===== src/hw/rtl/qdd_pkg.sv =====
// Types and constants for the quadrature detent decoder.
// No dependencies; imported by the top level.
package qdd_pkg;

   localparam int PIN_W      = 2;
   localparam int COUNT_W    = 32;
   localparam int DELTA_W    = 30;
   localparam int REQ_DATA_W = 40;
   localparam int RSP_DATA_W = 96;

   typedef enum logic [1:0] {
      CMD_SAMPLE    = 2'd0,
      CMD_POLL      = 2'd1,
      CMD_SET_TOTAL = 2'd2,
      CMD_LOAD_PINS = 2'd3
   } cmd_type;

   typedef logic signed [1:0] dir_type;

   // Step per transition, indexed by {previous pair, current pair}.
   localparam dir_type STEP_LUT [16] = '{
       2'sd0, -2'sd1,  2'sd1,  2'sd0,
       2'sd1,  2'sd0,  2'sd0, -2'sd1,
      -2'sd1,  2'sd0,  2'sd0,  2'sd1,
       2'sd0,  2'sd1, -2'sd1,  2'sd0
   };

   typedef struct packed {
      cmd_type                    command;
      logic [PIN_W-1:0]           pins;       // {pin_a, pin_b}
      logic signed [COUNT_W-1:0]  new_total;
   } req_type;

endpackage


===== src/hw/rtl/quadrature_detent_decoder.sv =====
// Quadrature detent decoder (x4), top level.
// Depends on qdd_pkg.
//
// Usage:
//   req channel: one item per command. tuser carries the command (sample pins,
//   poll detents, set total, load pins). tdata carries pin_a, pin_b and
//   new_total.
//   rsp channel: exactly one item per request item, in order, carrying the
//   latest detent delta, the running total and the pending transition count
//   as they stand after that request.
// Path: a request accept passes the input register, then the result register,
//   to rsp_tvalid; between the two registers sit a table lookup or a divide by
//   4 (bias add and shift), followed by one 32-bit add.
// Throughput: one item per cycle, sustained, while rsp_tready stays high.
// Stall: when rsp_tready is low the result register holds its item; one more
//   item is taken into the input register and then req_tready drops until the
//   result is taken.
// Reset: synchronous, active high; both stages empty, pin pair, transition
//   count, delta and total all zero.
module quadrature_detent_decoder
   import qdd_pkg::*;
(
   input  logic                  clock,
   input  logic                  reset,
   // request channel
   input  logic                  req_tvalid,
   output logic                  req_tready,
   input  logic [REQ_DATA_W-1:0] req_tdata,   // pin_a, pin_b, new_total[31:0], 6'b0
   input  logic [1:0]            req_tuser,   // command
   // result channel
   output logic                  rsp_tvalid,
   input  logic                  rsp_tready,
   output logic [RSP_DATA_W-1:0] rsp_tdata    // detent_delta[29:0], total_value[31:0],
                                              // pending_ticks[31:0], 2'b0
);

   // input stage
   logic    s1_valid_ff;
   req_type s1_req_ff;

   // decoder state
   logic [PIN_W-1:0]          prev_pins_ff,   prev_pins_in;
   logic signed [COUNT_W-1:0] count_ff,       count_in;
   logic signed [DELTA_W-1:0] delta_ff,       delta_in;
   logic signed [COUNT_W-1:0] total_ff,       total_in;

   // result stage
   logic                  rsp_valid_ff;
   logic [RSP_DATA_W-1:0] rsp_data_ff;

   logic out_free;
   logic advance;

   dir_type                   dir_step;
   logic signed [COUNT_W-1:0] count_bias;
   logic signed [COUNT_W-1:0] quot;
   logic signed [COUNT_W-1:0] rem;

   // handshake: the result register frees itself when taken
   assign out_free   = !rsp_valid_ff || rsp_tready;
   assign advance    = s1_valid_ff && out_free;
   assign req_tready = !s1_valid_ff || out_free;

   always_ff @(posedge clock) begin
      if (reset) begin
         s1_valid_ff <= 1'b0;
      end else if (req_tready) begin
         s1_valid_ff <= req_tvalid;
      end
   end

   always_ff @(posedge clock) begin
      if (req_tvalid && req_tready) begin
         s1_req_ff.command   <= cmd_type'(req_tuser);
         s1_req_ff.pins      <= {req_tdata[0], req_tdata[1]};
         s1_req_ff.new_total <= req_tdata[33:2];
      end
   end

   // count / 4 truncated toward zero: bias negatives by 3 before the shift.
   // For |count| < 4 this gives quot 0 and rem = count, so no range check.
   assign count_bias = count_ff + 32'sd3;
   assign quot       = count_ff[COUNT_W-1] ? (count_bias >>> 2) : (count_ff >>> 2);
   assign rem        = count_ff - (quot <<< 2);
   // unchanged pins hit a zero entry, so no separate compare
   assign dir_step   = STEP_LUT[{prev_pins_ff, s1_req_ff.pins}];

   always_comb begin
      prev_pins_in = prev_pins_ff;
      count_in     = count_ff;
      delta_in     = delta_ff;
      total_in     = total_ff;
      case (s1_req_ff.command)
         CMD_SAMPLE: begin
            count_in     = count_ff + COUNT_W'(dir_step);
            prev_pins_in = s1_req_ff.pins;
         end
         CMD_POLL: begin
            count_in = rem;
            delta_in = quot[DELTA_W-1:0];
            total_in = total_ff + quot;   // quot always fits in 30 bits
         end
         CMD_SET_TOTAL: begin
            total_in = s1_req_ff.new_total;
            delta_in = '0;
         end
         CMD_LOAD_PINS: begin
            prev_pins_in = s1_req_ff.pins;
         end
         default: begin
            prev_pins_in = prev_pins_ff;
         end
      endcase
   end

   always_ff @(posedge clock) begin
      if (reset) begin
         prev_pins_ff <= '0;
         count_ff     <= '0;
         delta_ff     <= '0;
         total_ff     <= '0;
      end else if (advance) begin
         prev_pins_ff <= prev_pins_in;
         count_ff     <= count_in;
         delta_ff     <= delta_in;
         total_ff     <= total_in;
      end
   end

   always_ff @(posedge clock) begin
      if (reset) begin
         rsp_valid_ff <= 1'b0;
      end else if (out_free) begin
         rsp_valid_ff <= s1_valid_ff;
      end
   end

   always_ff @(posedge clock) begin
      if (advance) begin
         rsp_data_ff <= {2'b00, count_in, total_in, delta_in};
      end
   end

   assign rsp_tvalid = rsp_valid_ff;
   assign rsp_tdata  = rsp_data_ff;

endmodule


===== config.mk =====
export PLATFORM = sky130hd
export DESIGN_NAME = quadrature_detent_decoder
export DESIGN_NICKNAME = d
export VERILOG_FILES = /design/src/hw/rtl/qdd_pkg.sv /design/src/hw/rtl/quadrature_detent_decoder.sv
export SDC_FILE = /design/constraint.sdc
export NUM_CORES = 1
export LEC_CHECK = 0
export ABC_AREA = 1
export BUFFER_PORTS_ARGS = -buffer_cell sky130_fd_sc_hd__buf_2
export CAP_MARGIN = 5
export CELL_PAD_IN_SITES_DETAIL_PLACEMENT = 0
export CELL_PAD_IN_SITES_GLOBAL_PLACEMENT = 1
export CORE_MARGIN = 1
export CORE_UTILIZATION = 36
export DETAILED_ROUTE_END_ITERATION = 8
export GPL_TIMING_DRIVEN = 0
export PLACE_DENSITY = 0.8
export SLEW_MARGIN = 40
export SYNTH_ARGS = -nofsm -noshare
export SYNTH_HDL_FRONTEND = slang
export SYNTH_SLANG_ARGS = --single-unit

===== constraint.sdc =====
create_clock -name clock -period 5.7 [get_ports clock]
set_input_delay 0.285 -clock clock [delete_from_list [all_inputs] [get_ports clock]]
set_output_delay 0.285 -clock clock [all_outputs]
set_load 0.03 [all_outputs]

# Yosys cells after proc, flatten, opt, wreduce, memory -nomap -nowiden
# Memories as Yosys holds them, arrays and structs flattened.
# Index checks and enable logic that the tools add are counted.
[word_totals]
romBits = 32
mem_count = 1
in_bits = 46
elab_cells = 35
out_inout_bits = 98
reg_bits = 228
[mem_list]
columns = ["memory", "depth", "word_bits", "read_ports", "rd_ports_with_merged_regs", "write_ports", "line", "rtl"]
rows = [
  ["(name not given)", 16, 2, 1, 0, 0, "quadrature_detent_decoder.sv:86", "assign dir_step = STEP_LUT[{prev_pins_ff, s1_req_ff.pins}];"],
]
[op_classes]
addsub = 4
magnitude_cmp = 1
muxes = 6
eq_ne = 3
reduce_logical = 9
bitwise = 1
[ops]
columns = ["operator", "count"]
rows = [
  ["32-bit case mux with 2 select lines", 2],
  ["30-bit case mux with 2 select lines", 1],
  ["32-bit by 2-bit adder with 32-bit output", 1],
  ["32-bit by 3-bit adder with 32-bit output (second input constant)", 1],
  ["32-bit adder", 1],
  ["32-bit two-way mux", 1],
  ["32-bit subtractor", 1],
  ["5-bit greater-or-equal comparator (second input constant)", 1],
  ["4-bit NOT with 5-bit output", 1],
  ["2-bit equality test (second input constant)", 2],
  ["2-bit two-way mux", 2],
  ["2-bit by 1-bit equality test with 1-bit output (second input constant)", 1],
  ["1-bit logical AND", 2],
  ["1-bit zero test", 2],
  ["2-bit zero test", 1],
  ["1-bit logical OR", 2],
  ["2-bit AND reduction", 1],
  ["2-bit OR reduction", 1],
]

# Longest topological paths before layout
# Gate-level depths: netlist of run 1.
[logic_depth]
depth_word = 6
mapped_depth = 26

# Worst setup path before layout of run 1
# Ideal clock, no wire load.
[synth_timing]
path_type = "register to register"
startpoint = "register rsp_valid_ff (netlist: rsp_tvalid)"
endpoint = "register rsp_data_ff[0] (netlist: rsp_tdata[0]), enable pin"
setup_time_ps = 495
synth_period_minus_slack_ps = 4289
path_stages_with_launch = 6
slack_ps = 1411
arrival_time_ps = 3794
path_cell_list = "dfxtp_1 > nand2_1 > nand2_1 > inv_1 > clkbuf_1 > clkbuf_1"
[synth_between]
elab_chain_cells = 3
[synth_rtl]
columns = ["item", "line", "rtl"]
rows = [
  ["start: declaration", "quadrature_detent_decoder.sv:48", "logic rsp_valid_ff;"],
  ["start signal: assignment", "quadrature_detent_decoder.sv:134", "rsp_valid_ff <= s1_valid_ff;"],
  ["1-bit zero test", "quadrature_detent_decoder.sv:60", "assign out_free = !rsp_valid_ff || rsp_tready;"],
  ["1-bit logical OR", "quadrature_detent_decoder.sv:60", ""],
  ["1-bit logical AND", "quadrature_detent_decoder.sv:61", "assign advance = s1_valid_ff && out_free;"],
  ["via advance", "quadrature_detent_decoder.sv:52", "logic advance;"],
  ["end signal: assignment", "quadrature_detent_decoder.sv:140", "rsp_data_ff <= {2'b00, count_in, total_in, delta_in};"],
  ["end: declaration", "quadrature_detent_decoder.sv:49", "logic [RSP_DATA_W-1:0] rsp_data_ff;"],
]
# The timed path passes the listed nets, and every way through them passes these cells.
# A chain may end at the register's enable or synchronous reset.

# Worst setup path in the final report of run 1
[layout_timing]
startpoint = "register count_ff[16]"
endpoint = "register rsp_data_ff[84] (netlist: rsp_tdata[84]) (data pin)"
[layout_between]
elab_chain_cells = 4
[layout_rtl]
columns = ["item", "line", "rtl"]
rows = [
  ["start: declaration", "quadrature_detent_decoder.sv:43", "logic signed [COUNT_W-1:0] count_ff, count_in;"],
  ["start signal: assignment", "quadrature_detent_decoder.sv:124", "count_ff <= count_in;"],
  ["32-bit by 3-bit adder with 32-bit output", "quadrature_detent_decoder.sv:82", "assign count_bias = count_ff + 32'sd3;"],
  ["32-bit two-way mux", "quadrature_detent_decoder.sv:83", "assign quot = count_ff[COUNT_W-1] ? (count_bias >>> 2) : (count_ff >>> 2);"],
  ["32-bit subtractor", "quadrature_detent_decoder.sv:84", "assign rem = count_ff - (quot <<< 2);"],
  ["32-bit case mux with 2 select lines (*)", "quadrature_detent_decoder.sv:93", "case (s1_req_ff.command)"],
  ["via count_in[22]", "quadrature_detent_decoder.sv:43", ""],
]
# The timed path passes the listed nets; every way through them passes the cells marked *.

==> metrics, run 1 <==
status=finished, final reports clean; wire length per cell=about 18 um; H-tree levels=1; ys async rst share=0; Tmin final=approximately 4.2 ns; FF-to-FF End=rsp_tdata[84]; Finish-stage setup viols=0; crit start category=flip-flop; commonest cells in the netlist=814 x nand2_1, 461 x inv_1, 216 x nor2_1; Initial Util=0.368; post-synthesis sequential area ratio=0.349; r2r setup slk=1.51 ns; Crit path max-delay family=simple AND/OR/NAND/NOR gates; final hold vios=0; share of layout cells above drive strength 1=0.0890; Relative slew margins=0.403; clock latency on the worst-skew pair=0.58 ns; largest net degree at the start of global routing=44; crit-path max FO=8; synth top area cells=edfxtp_1 23%, nand2_1 18%, dfxtp_1 12%; Die Y=218 um; drt total wl=60.2 mm; CTS Buffer Depth=3; WP data arrival=4.48 ns; Worst-Margin Slew=slightly below 0.9 ns; Critical Path Max Stage Delay=0.66 ns; cells along the critical path=nand4_1 -> nor3_1 -> nand2_1 -> xor2_1 -> inv_1 -> ha_1 -> nand2_1 -> nor2_1 -> inv_1 -> nor2_1 -> nand3_1 -> nand3_1 -> a21oi_1 -> o21ai_0 -> nand3_1; gr ovfl total=0; worst r2r src=count_ff[16]; syn avg cell area=6.56 sq um; Max Clk Rate=about 240 MHz; clock-pin slew on the worst setup and hold paths=0.06 ns; clk root buf=clkbuf_16; gpl congestion=0.983; DRC=0; Port Buffers=134; hold path depth=3; CP Capture Type=flip-flop; Clock Skews=0.0224 ns; post-synth top area cell=edfxtp_1; 1st-iter DRT viols=1,398; dpl cell area=0.0183 sq mm; dpl hpwl=49.1 mm; total power=between 5 and 6 mW; Buf+Inv Stages, Crit Path=2; Synth top area share=0.232; Layout Nets=2,913; fin area=0.0195 sq mm; cells on worst reg2reg path=15; CP required=5.99 ns; Max-Cap Viols=0; RSZ-0062 raised after global routing=no; vias in the first global route=15,403; row count=78; post_cts resized=0; period utilisation layout=0.736; first-pass GRT wire length=between 80 and 90 mm; initial antenna violation count=0; leakage power total=around 10 nW; via count=between 15,000 and 20,000; Max IR drop VDD=210 uV; # fillers=about 4,900; Hold Path End=s1_valid_ff; Worst Hold Class=input port to flip-flop; crit-path most repeated cell=nand3_1; area grow syn2layout=16.0%; drt pass-1 iters=6; Die Area=0.0476 sq mm; Main synth FF type=edfxtp_1; die width=between 200 and 250 um; sink count of the clock tree=roughly 230; TritonCTS clock tree=built; Slew Viols, Final=0; All-Layer GR Usage=0.250; io pins=144; synthesis-stage register bit count=228; most numerous cell in the Yosys netlist=nand2_1; Post-synth EDFFs=130; Post-Syn Area=approximately 0.017 sq mm; DRT antenna net count=0; Syn Inst Count=2,562; Syn. warnings=0; synth unique cells=49; CTS Buf Count=27; core area=~0.046 sq mm; CP max stage cell=nor3_1; Worst Hold Launch=req_tvalid; vias per inst=4.94; critical path type=flip-flop to flip-flop; Power Density=269 mW/mm^2
[stage by stage]
step	setup slack, ns	cells	TNS [ns]	hold WS (ns)	utilization
3_5_place_dp	1.63	3299	0	0.463	0.400
2_1_floorplan	1.41	2563	0	0.384	-
3_3_place_gp	-0.466	3297	-45.90	0.464	0.399
5_1_grt	1.21	3387	0	0.0685	0.427
6_report	1.51	3389	0	0.0626	0.427
4_1_cts	1.60	3386	0	0.0371	0.427
[cell usage in the layout (no fill, tap or decap), drive strengths merged, types with 3 or more instances in the layout]
| cell | count |
|---|---|
| nand2 | 823 |
| inv | 468 |
| nor2 | 224 |
| nand3 | 176 |
| a21oi | 176 |
| buf | 147 |
| o21ai | 138 |
| edfxtp | 130 |
| ha | 98 |
| dfxtp | 98 |
| clkbuf | 79 |
| dlygate4sd3 | 37 |
| or2 | 28 |
| nor3 | 24 |
| clkinv | 19 |
| nand4 | 18 |
| o211ai | 13 |
| o22ai | 13 |
| nand3b | 12 |
| o21bai | 11 |
| xor2 | 10 |
| and2 | 7 |
| a21o | 6 |
| nor4 | 6 |
| xnor2 | 5 |
| a211oi | 5 |
| o221ai | 4 |
| fa | 3 |
[repair_timing]
item / CTS / global route
hold buffers: 37 / 0
hold endpoints to repair: 37 / 0
setup buffers: 0 / 0
[cells by family after synthesis]
group / synth area share
simple gates: 0.329
buf+inv: 0.119
compound gates: 0.118
flops: 0.349
fa+ha+maj: 0.0765
xor+xnor: 0.00826
other cells: 0.000223
[state kept, by name (all words and copies together), names as in the netlist]
register and flops:
rsp_tvalid 1, count_ff 32, prev_pins_ff 2, s1_valid_ff 1, delta_ff 30, s1_req_ff 36
total_ff 32, rsp_tdata 94
[worst max-delay path by stage]
stage	from	end	cells past startpoint
2_1_floorplan	rsp_tvalid	rsp_tdata[0]	5
3_3_place_gp	rsp_tready	rsp_tdata[35]	7
3_5_place_dp	count_ff[13]	rsp_tdata[84]	15
4_1_cts	count_ff[13]	rsp_tdata[83]	15
5_1_grt	count_ff[13]	count_ff[21]	17
6_report	count_ff[16]	rsp_tdata[84]	15
[area by class of cell]
class,count,area (sq um),share of cell area
diodes,2,5.00,0.000257
plain buffers,58,236,0.0121
clock buffers,31,691,0.0354
clock inverters,19,140,0.00718
inverters,471,1780,0.0912
multi-input cells,1806,8940,0.459
flip-flops and latches,228,5870,0.301
well taps,600,751,0.0385
repair buffers,174,1090,0.0560
[per-layer routing]
metal / global-route usage / part of all wire
met1: 0.363 / 0.48
met2: 0.387 / 0.43
met3: 0.0292 / 0.065
met4: 0.0755 / 0.028
met5: 0 / 0
[where the power goes]
part / leakage (nW) / switching, mW / internal (mW)
clock: 0.407 / 0.737 / 0.919
combinational: 7.67 / 1.13 / 0.494
sequential: 2.06 / 0.0841 / 1.88
total: 10.1 / 1.96 / 3.30
[worst register-to-register path, stage by stage, from the launching register on]
cell and delay (ns):
dfxtp_1 0.56, nand4_1 0.30, nor3_1 0.66, nand2_1 0.14
xor2_1 0.45, inv_1 0.10, ha_1 0.38, nand2_1 0.12
nor2_1 0.18, inv_1 0.06, nor2_1 0.27, nand3_1 0.14
nand3_1 0.14, a21oi_1 0.07, o21ai_0 0.13, nand3_1 0.20
Note: power is estimated with default switching activity, not from simulation.
==> inputs of run 2 (changes only) <==
==> constraint.sdc (replaced) <==
create_clock -name clock -period 4.02 [get_ports clock]
set_input_delay 0.201 -clock clock [delete_from_list [all_inputs] [get_ports clock]]
set_output_delay 0.201 -clock clock [all_outputs]
set_load 0.03 [all_outputs]
==> run 2 against run 1 <==
  * Final area rose by 1.0%
  * Largest power group unchanged
  * Combinational power rose by 42%
  * Setup slack worse by 1.4 ns
  * Hold slack gained 0.10 ns
  * Non-clock buffer count unchanged
  * Critical path type unchanged
==> metrics, run 2 (synthesis results as in run 1) <==
sink count of the clock tree=approximately 230; first-pass GRT wire length=90.5 mm; clock latency on the worst-skew pair=0.59 ns; clk root buf=clkbuf_16; All-Layer GR Usage=0.252; DRT antenna net count=0; commonest cells after routing, fill and taps aside=813 x nand2_1, 459 x inv_1, 209 x nor2_1; leakage power total=10.2 nW; Critical Path Start=count_ff[9]; WP data arrival=around 4.3 ns; area grow syn2layout=17.2%; Worst Hold Class=input port to flip-flop; Tmin final=between 3 and 4 ns; CTS Buffer Depth=3; Initial Util=0.368; io pins=144; dpl cell area=~0.018 sq mm; Relative slew margins=0.423; dpl hpwl=48.7 mm; period utilisation layout=0.962; vias per inst=4.98; gpl congestion=between 0.9 and 1; worst r2r src=count_ff[9]; Finish-stage setup viols=0; leading cell type in the layout, fill and taps excluded=nand2_1; wire length per cell=17.9 um; Clock Skews=between 0.01 and 0.015 ns; crit-path max FO=5; Die Area=about 0.048 sq mm; gr ovfl total=0; Worst-Margin Slew=0.865 ns; vias in the first global route=15,545; DRC=0; initial antenna violation count=1; Largest register FFs=94; share of layout cells above drive strength 1=0.0968; 1st-iter DRT viols=between 1,000 and 1,500; Layout Nets=2,914; TritonCTS clock tree=built; clock-pin slew on the worst setup and hold paths=0.06 ns; via count=16,896; drt total wl=60.6 mm; Max-Cap Viols=0; post-CTS setup repair buffer count=0; Max Clk Rate=259 MHz; drt pass-1 iters=5; CP Capture Type=flip-flop; largest net degree at the start of global routing=between 50 and 60; core area=0.0457 sq mm; die width=between 200 and 250 um; status=finished, final reports clean; critical path type=flip-flop to flip-flop; H-tree levels=1; fin util=0.431; Slew Viols, Final=0; total power=7.79 mW; Port Buffers=134; CP required=4.49 ns; crit start category=flip-flop; final hold vios=0; fin area=0.0197 sq mm; Worst Hold Launch=reset; Power Density=396 mW/mm^2; Die Y=218 um; Max IR drop VDD=381 uV; CTS Buf Count=28; RSZ-0062 raised after global routing=yes; row count=78
==> run 2: cell count changes in the layout (fill, tap and decap cells not counted), moves of 2 or more <==
cell and change:
clkinv_1 -4, clkbuf_2 +3, clkbuf_1 -4, nor2_1 -7, buf_12 -2, nor3_1 -2, dlygate4sd3_1 +2, clkbuf_8 +3
nor3_2 +2, nor2_2 +7, dfxtp_1 -2, bufinv_16 +3, dfxtp_2 +2
==> run 2: critical path: stages, from the launching register on <==
cell and delay (ns):
dfxtp_1 0.49, nand2_2 0.18, nor2_2 0.27, inv_1 0.12, nor3_2 0.34, xor2_1 0.35, inv_1 0.10, ha_1 0.38
nand2_1 0.12, nor2_1 0.21, inv_1 0.10, nor2_2 0.23, nand3_1 0.12, nand3_1 0.16, a21oi_1 0.08, o21ai_0 0.12
nand3_1 0.18, nor2_1 0.14, nor2_1 0.06
==> run 2: worst paths after layout <==
kind	endpoint	slack, ns	cells past startpoint
max	count_ff[21]	0.15	18
max reg2reg	count_ff[21]	0.15	18
min reg2reg	total_ff[0]	0.50	2
min	count_ff[10]	0.16	4
==> run 2: timing repair <==
action / CTS / global route
endpoints found under the hold margin: 38 / 0
gates resized for setup: 4 / 14
hold buffers: 39 / 0
setup endpoints to repair: 8 / 41
==> run 2: metrics by stage <==
step                      setup TNS, ns  std cells  hold slack (ns)  worst slack [ns]
after global routing             -0.115       3389            0.179           -0.0350
after floorplan                       0       2563            0.300             0.936
after detailed placement         -0.353       3298            0.379            -0.158
after global placement           -0.327       3297            0.380            -0.147
final                                 0       3391            0.164             0.154
after CTS                             0       3389            0.120            0.0414
==> run 2: layout make-up <==
class	count	area, sq um
Tap cell	600	751
Sequential cell	228	5870
Fill cell	4862	26000
Inverter	471	1780
Antenna cell	2	5.00
Timing Repair Buffer	174	1090
Clock buffer	33	739
Multi-Input combinational cell	1806	9000
Buffer	58	246
Clock inverter	19	231
==> run 2: report_power, final <==
part / switching, mW / internal, mW / total [mW]
Combinational: 1.61 / 0.703 / 2.32
Clock: 1.11 / 1.58 / 2.69
Sequential: 0.118 / 2.67 / 2.79
Total: 2.84 / 4.95 / 7.79
==> run 2: metal layers <==
metal | track usage | vias to the layer above | routed length, um
met3 | 0.0270 | 92 | 3760
met4 | 0.0783 | 0 | 1770
met2 | 0.389 | 512 | 26200
li1 | - | 8572 | -
met1 | 0.365 | 7720 | 28800
met5 | 0 | - | 0
==> inputs of run 3 (changes only) <==
--- a/config.mk
+++ b/config.mk
@@ -10,7 +10,7 @@
 export CAP_MARGIN = 5
 export CELL_PAD_IN_SITES_DETAIL_PLACEMENT = 0
 export CELL_PAD_IN_SITES_GLOBAL_PLACEMENT = 1
-export CORE_MARGIN = 1
+export CORE_MARGIN = 2
 export CORE_UTILIZATION = 36
 export DETAILED_ROUTE_END_ITERATION = 8
 export GPL_TIMING_DRIVEN = 0
==> constraint.sdc (replaced) <==
create_clock -name clock -period 3.9 [get_ports clock]
set_input_delay 0.195 -clock clock [delete_from_list [all_inputs] [get_ports clock]]
set_output_delay 0.195 -clock clock [all_outputs]
set_load 0.03 [all_outputs]
==> run 3 against run 2 <==
  * Utilization shrank 0.82 points
  * Count of clock-buffer cells in the layout is 6 higher
  * Die area rose by 1.8%
  * Setup slack better by 0.011 ns
  * Non-clock buffer count stayed put
  * Global-route usage is 1.1 points lower
==> metrics, run 3 (synthesis results as in run 1) <==
status=finished, final reports clean; RSZ-0062 raised after global routing=no; WP data arrival=4.19 ns; CP max stage cell=dfxtp_1; cells on worst reg2reg path=22; gr ovfl total=0; Slew Viols, Final=0; Buf+Inv Stages, Crit Path=5; dpl hpwl=47.6 mm; core area=0.0464 sq mm; crit-path max FO=6; Tmin final=around 3.7 ns; vias in the first global route=around 15,000; final hold vios=0; CTS Buf Count=27; Antenna diodes=0; clk root buf=clkbuf_16; Critical Path Start=count_ff[2]; sink count of the clock tree=228; initial antenna violation count=1; DRC=0; TritonCTS clock tree=built; Die Area=0.0484 sq mm; CP Depth=22; GR Layer Usage met2=0.381; met1 GRT Util=0.339; worst r2r src=count_ff[2]; Max IR drop VDD=271 uV; area grow syn2layout=16.7%; drt total wl=a little under 60 mm; All-Layer GR Usage=0.240; r2r setup slk=0.16 ns; Worst-Margin Slew=~0.92 ns; leading cell type in the layout, fill and taps excluded=nand2_1; H-tree levels=1; Max-Cap Viols=0; die width=220 um; clock-pin slew on the worst setup and hold paths=0.06 ns; Initial Util=0.363; Max Clk Rate=268 MHz; share of layout cells above drive strength 1=0.0976; leakage power total=10.2 nW; met3 GRT Util=0.0322; period utilisation layout=0.958; Crit path max-delay family=simple AND/OR/NAND/NOR gates; CTS Buffer Depth=3; cells along the critical path=nand2_2 -> nor2_4 -> nand2_2 -> inv_4 -> nand2_8 -> nor2_4 -> inv_2 -> nor2_1 -> nand3_1 -> nand2_1 -> inv_1 -> ha_1 -> nand2_1 -> inv_1 -> a21oi_1 -> nand2_1 -> inv_1 -> nand3_1 -> o21ai_0 -> nand3_1 -> nor2_1 -> nor2_1; gpl congestion=0.975; 1st-iter DRT viols=1,589; Critical Path Max Stage Delay=0.42 ns; largest net degree at the start of global routing=57; vias per inst=between 4 and 5; Largest register FFs=94; io pins=144; clock latency on the worst-skew pair=0.58 ns; DRT antenna net count=0; CP Capture Type=flip-flop; Die Y=around 220 um; Hold WS=0.144 ns; Clock Skews=0.0159 ns; Finish-stage setup viols=0; Port Buffers=134; Worst Hold Class=input port to flip-flop; Relative slew margins=0.389; first-pass GRT wire length=about 88 mm; total power=7.78 mW; commonest cells after routing, fill and taps aside=813 x nand2_1, 458 x inv_1, 209 x nor2_1; Layout Nets=2,913; Worst Setup EP=count_ff[21]; crit start category=flip-flop; critical path type=flip-flop to flip-flop; busiest grt layer=met2; wire length per cell=17.4 um; Power Density=between 300 and 400 mW/mm^2; row count=79; FF-to-FF End=count_ff[21]; drt pass-1 iters=5; CP required=4.35 ns; via count=~17,000
==> run 3: final cells by class <==
| class | count | area, sq um |
|---|---|---|
| clock inverters | 11 | 105 |
| inverters | 471 | 1780 |
| plain buffers | 58 | 244 |
| repair buffers | 174 | 1090 |
| multi-input cells | 1806 | 8990 |
| flip-flops and latches | 228 | 5880 |
| clock buffers | 39 | 771 |
| well taps | 607 | 759 |
| fillers | 4869 | 26700 |
==> run 3: through the flow <==
stage | instance area, sq um | util | setup WS (ns) | setup TNS, ns | instances
6_report | 19600 | 0.423 | 0.165 | 0 | 3394
5_1_grt | 19600 | 0.423 | 0.00519 | 0 | 3394
4_1_cts | 19600 | 0.422 | 0.0847 | 0 | 3393
3_5_place_dp | 18300 | 0.394 | -0.151 | -0.672 | 3305
3_3_place_gp | 18200 | 0.394 | -0.171 | -5.41 | 3304
2_1_floorplan | 16800 | - | 0.816 | 0 | 2563
==> run 3: worst min-delay path by stage <==
stage | from | to | slack, ns | cells after the start
global placement | req_tdata[22] | s1_req_ff[20] | 0.37 | 1
finish | reset | count_ff[11] | 0.14 | 4
global route | reset | count_ff[9] | 0.22 | 4
CTS | reset | count_ff[11] | 0.11 | 4
detailed placement | req_tdata[24] | s1_req_ff[22] | 0.37 | 1
floorplan | req_tdata[2] | s1_req_ff[0] | 0.29 | 0
==> run 3: routing by layer <==
metal / vias up / wire [um]
li1: 8568 / -
met4: 0 / 1580
met1: 7709 / 27200
met5: - / 0
met2: 574 / 26000
met3: 77 / 4260
==> run 3: power breakdown <==
part	switching (mW)	total (mW)	internal [mW]
logic	1.65	2.38	0.727
clock network	1.08	2.52	1.44
registers	0.122	2.88	2.75
total	2.85	7.78	4.93
==> run 3: what timing repair did <==
action | in CTS | in global routing
setup buffers | 0 | 1
setup endpoints to repair | 14 | 45
endpoints found under the hold margin | 38 | 0
gates resized for setup | 5 | 26
hold buffers | 38 | 0
pin swaps | 0 | 0
==> run 3: worst register-to-register path: cells and delay by family (launching register included) <==
family                     cells  cell delay [ns]
AOI/OAI and AO/OA              2             0.49
DFF                            1             0.42
buffers and inverters          5             0.38
adders and majority gates      1             0.35
and+or+nand+nor               14             1.96
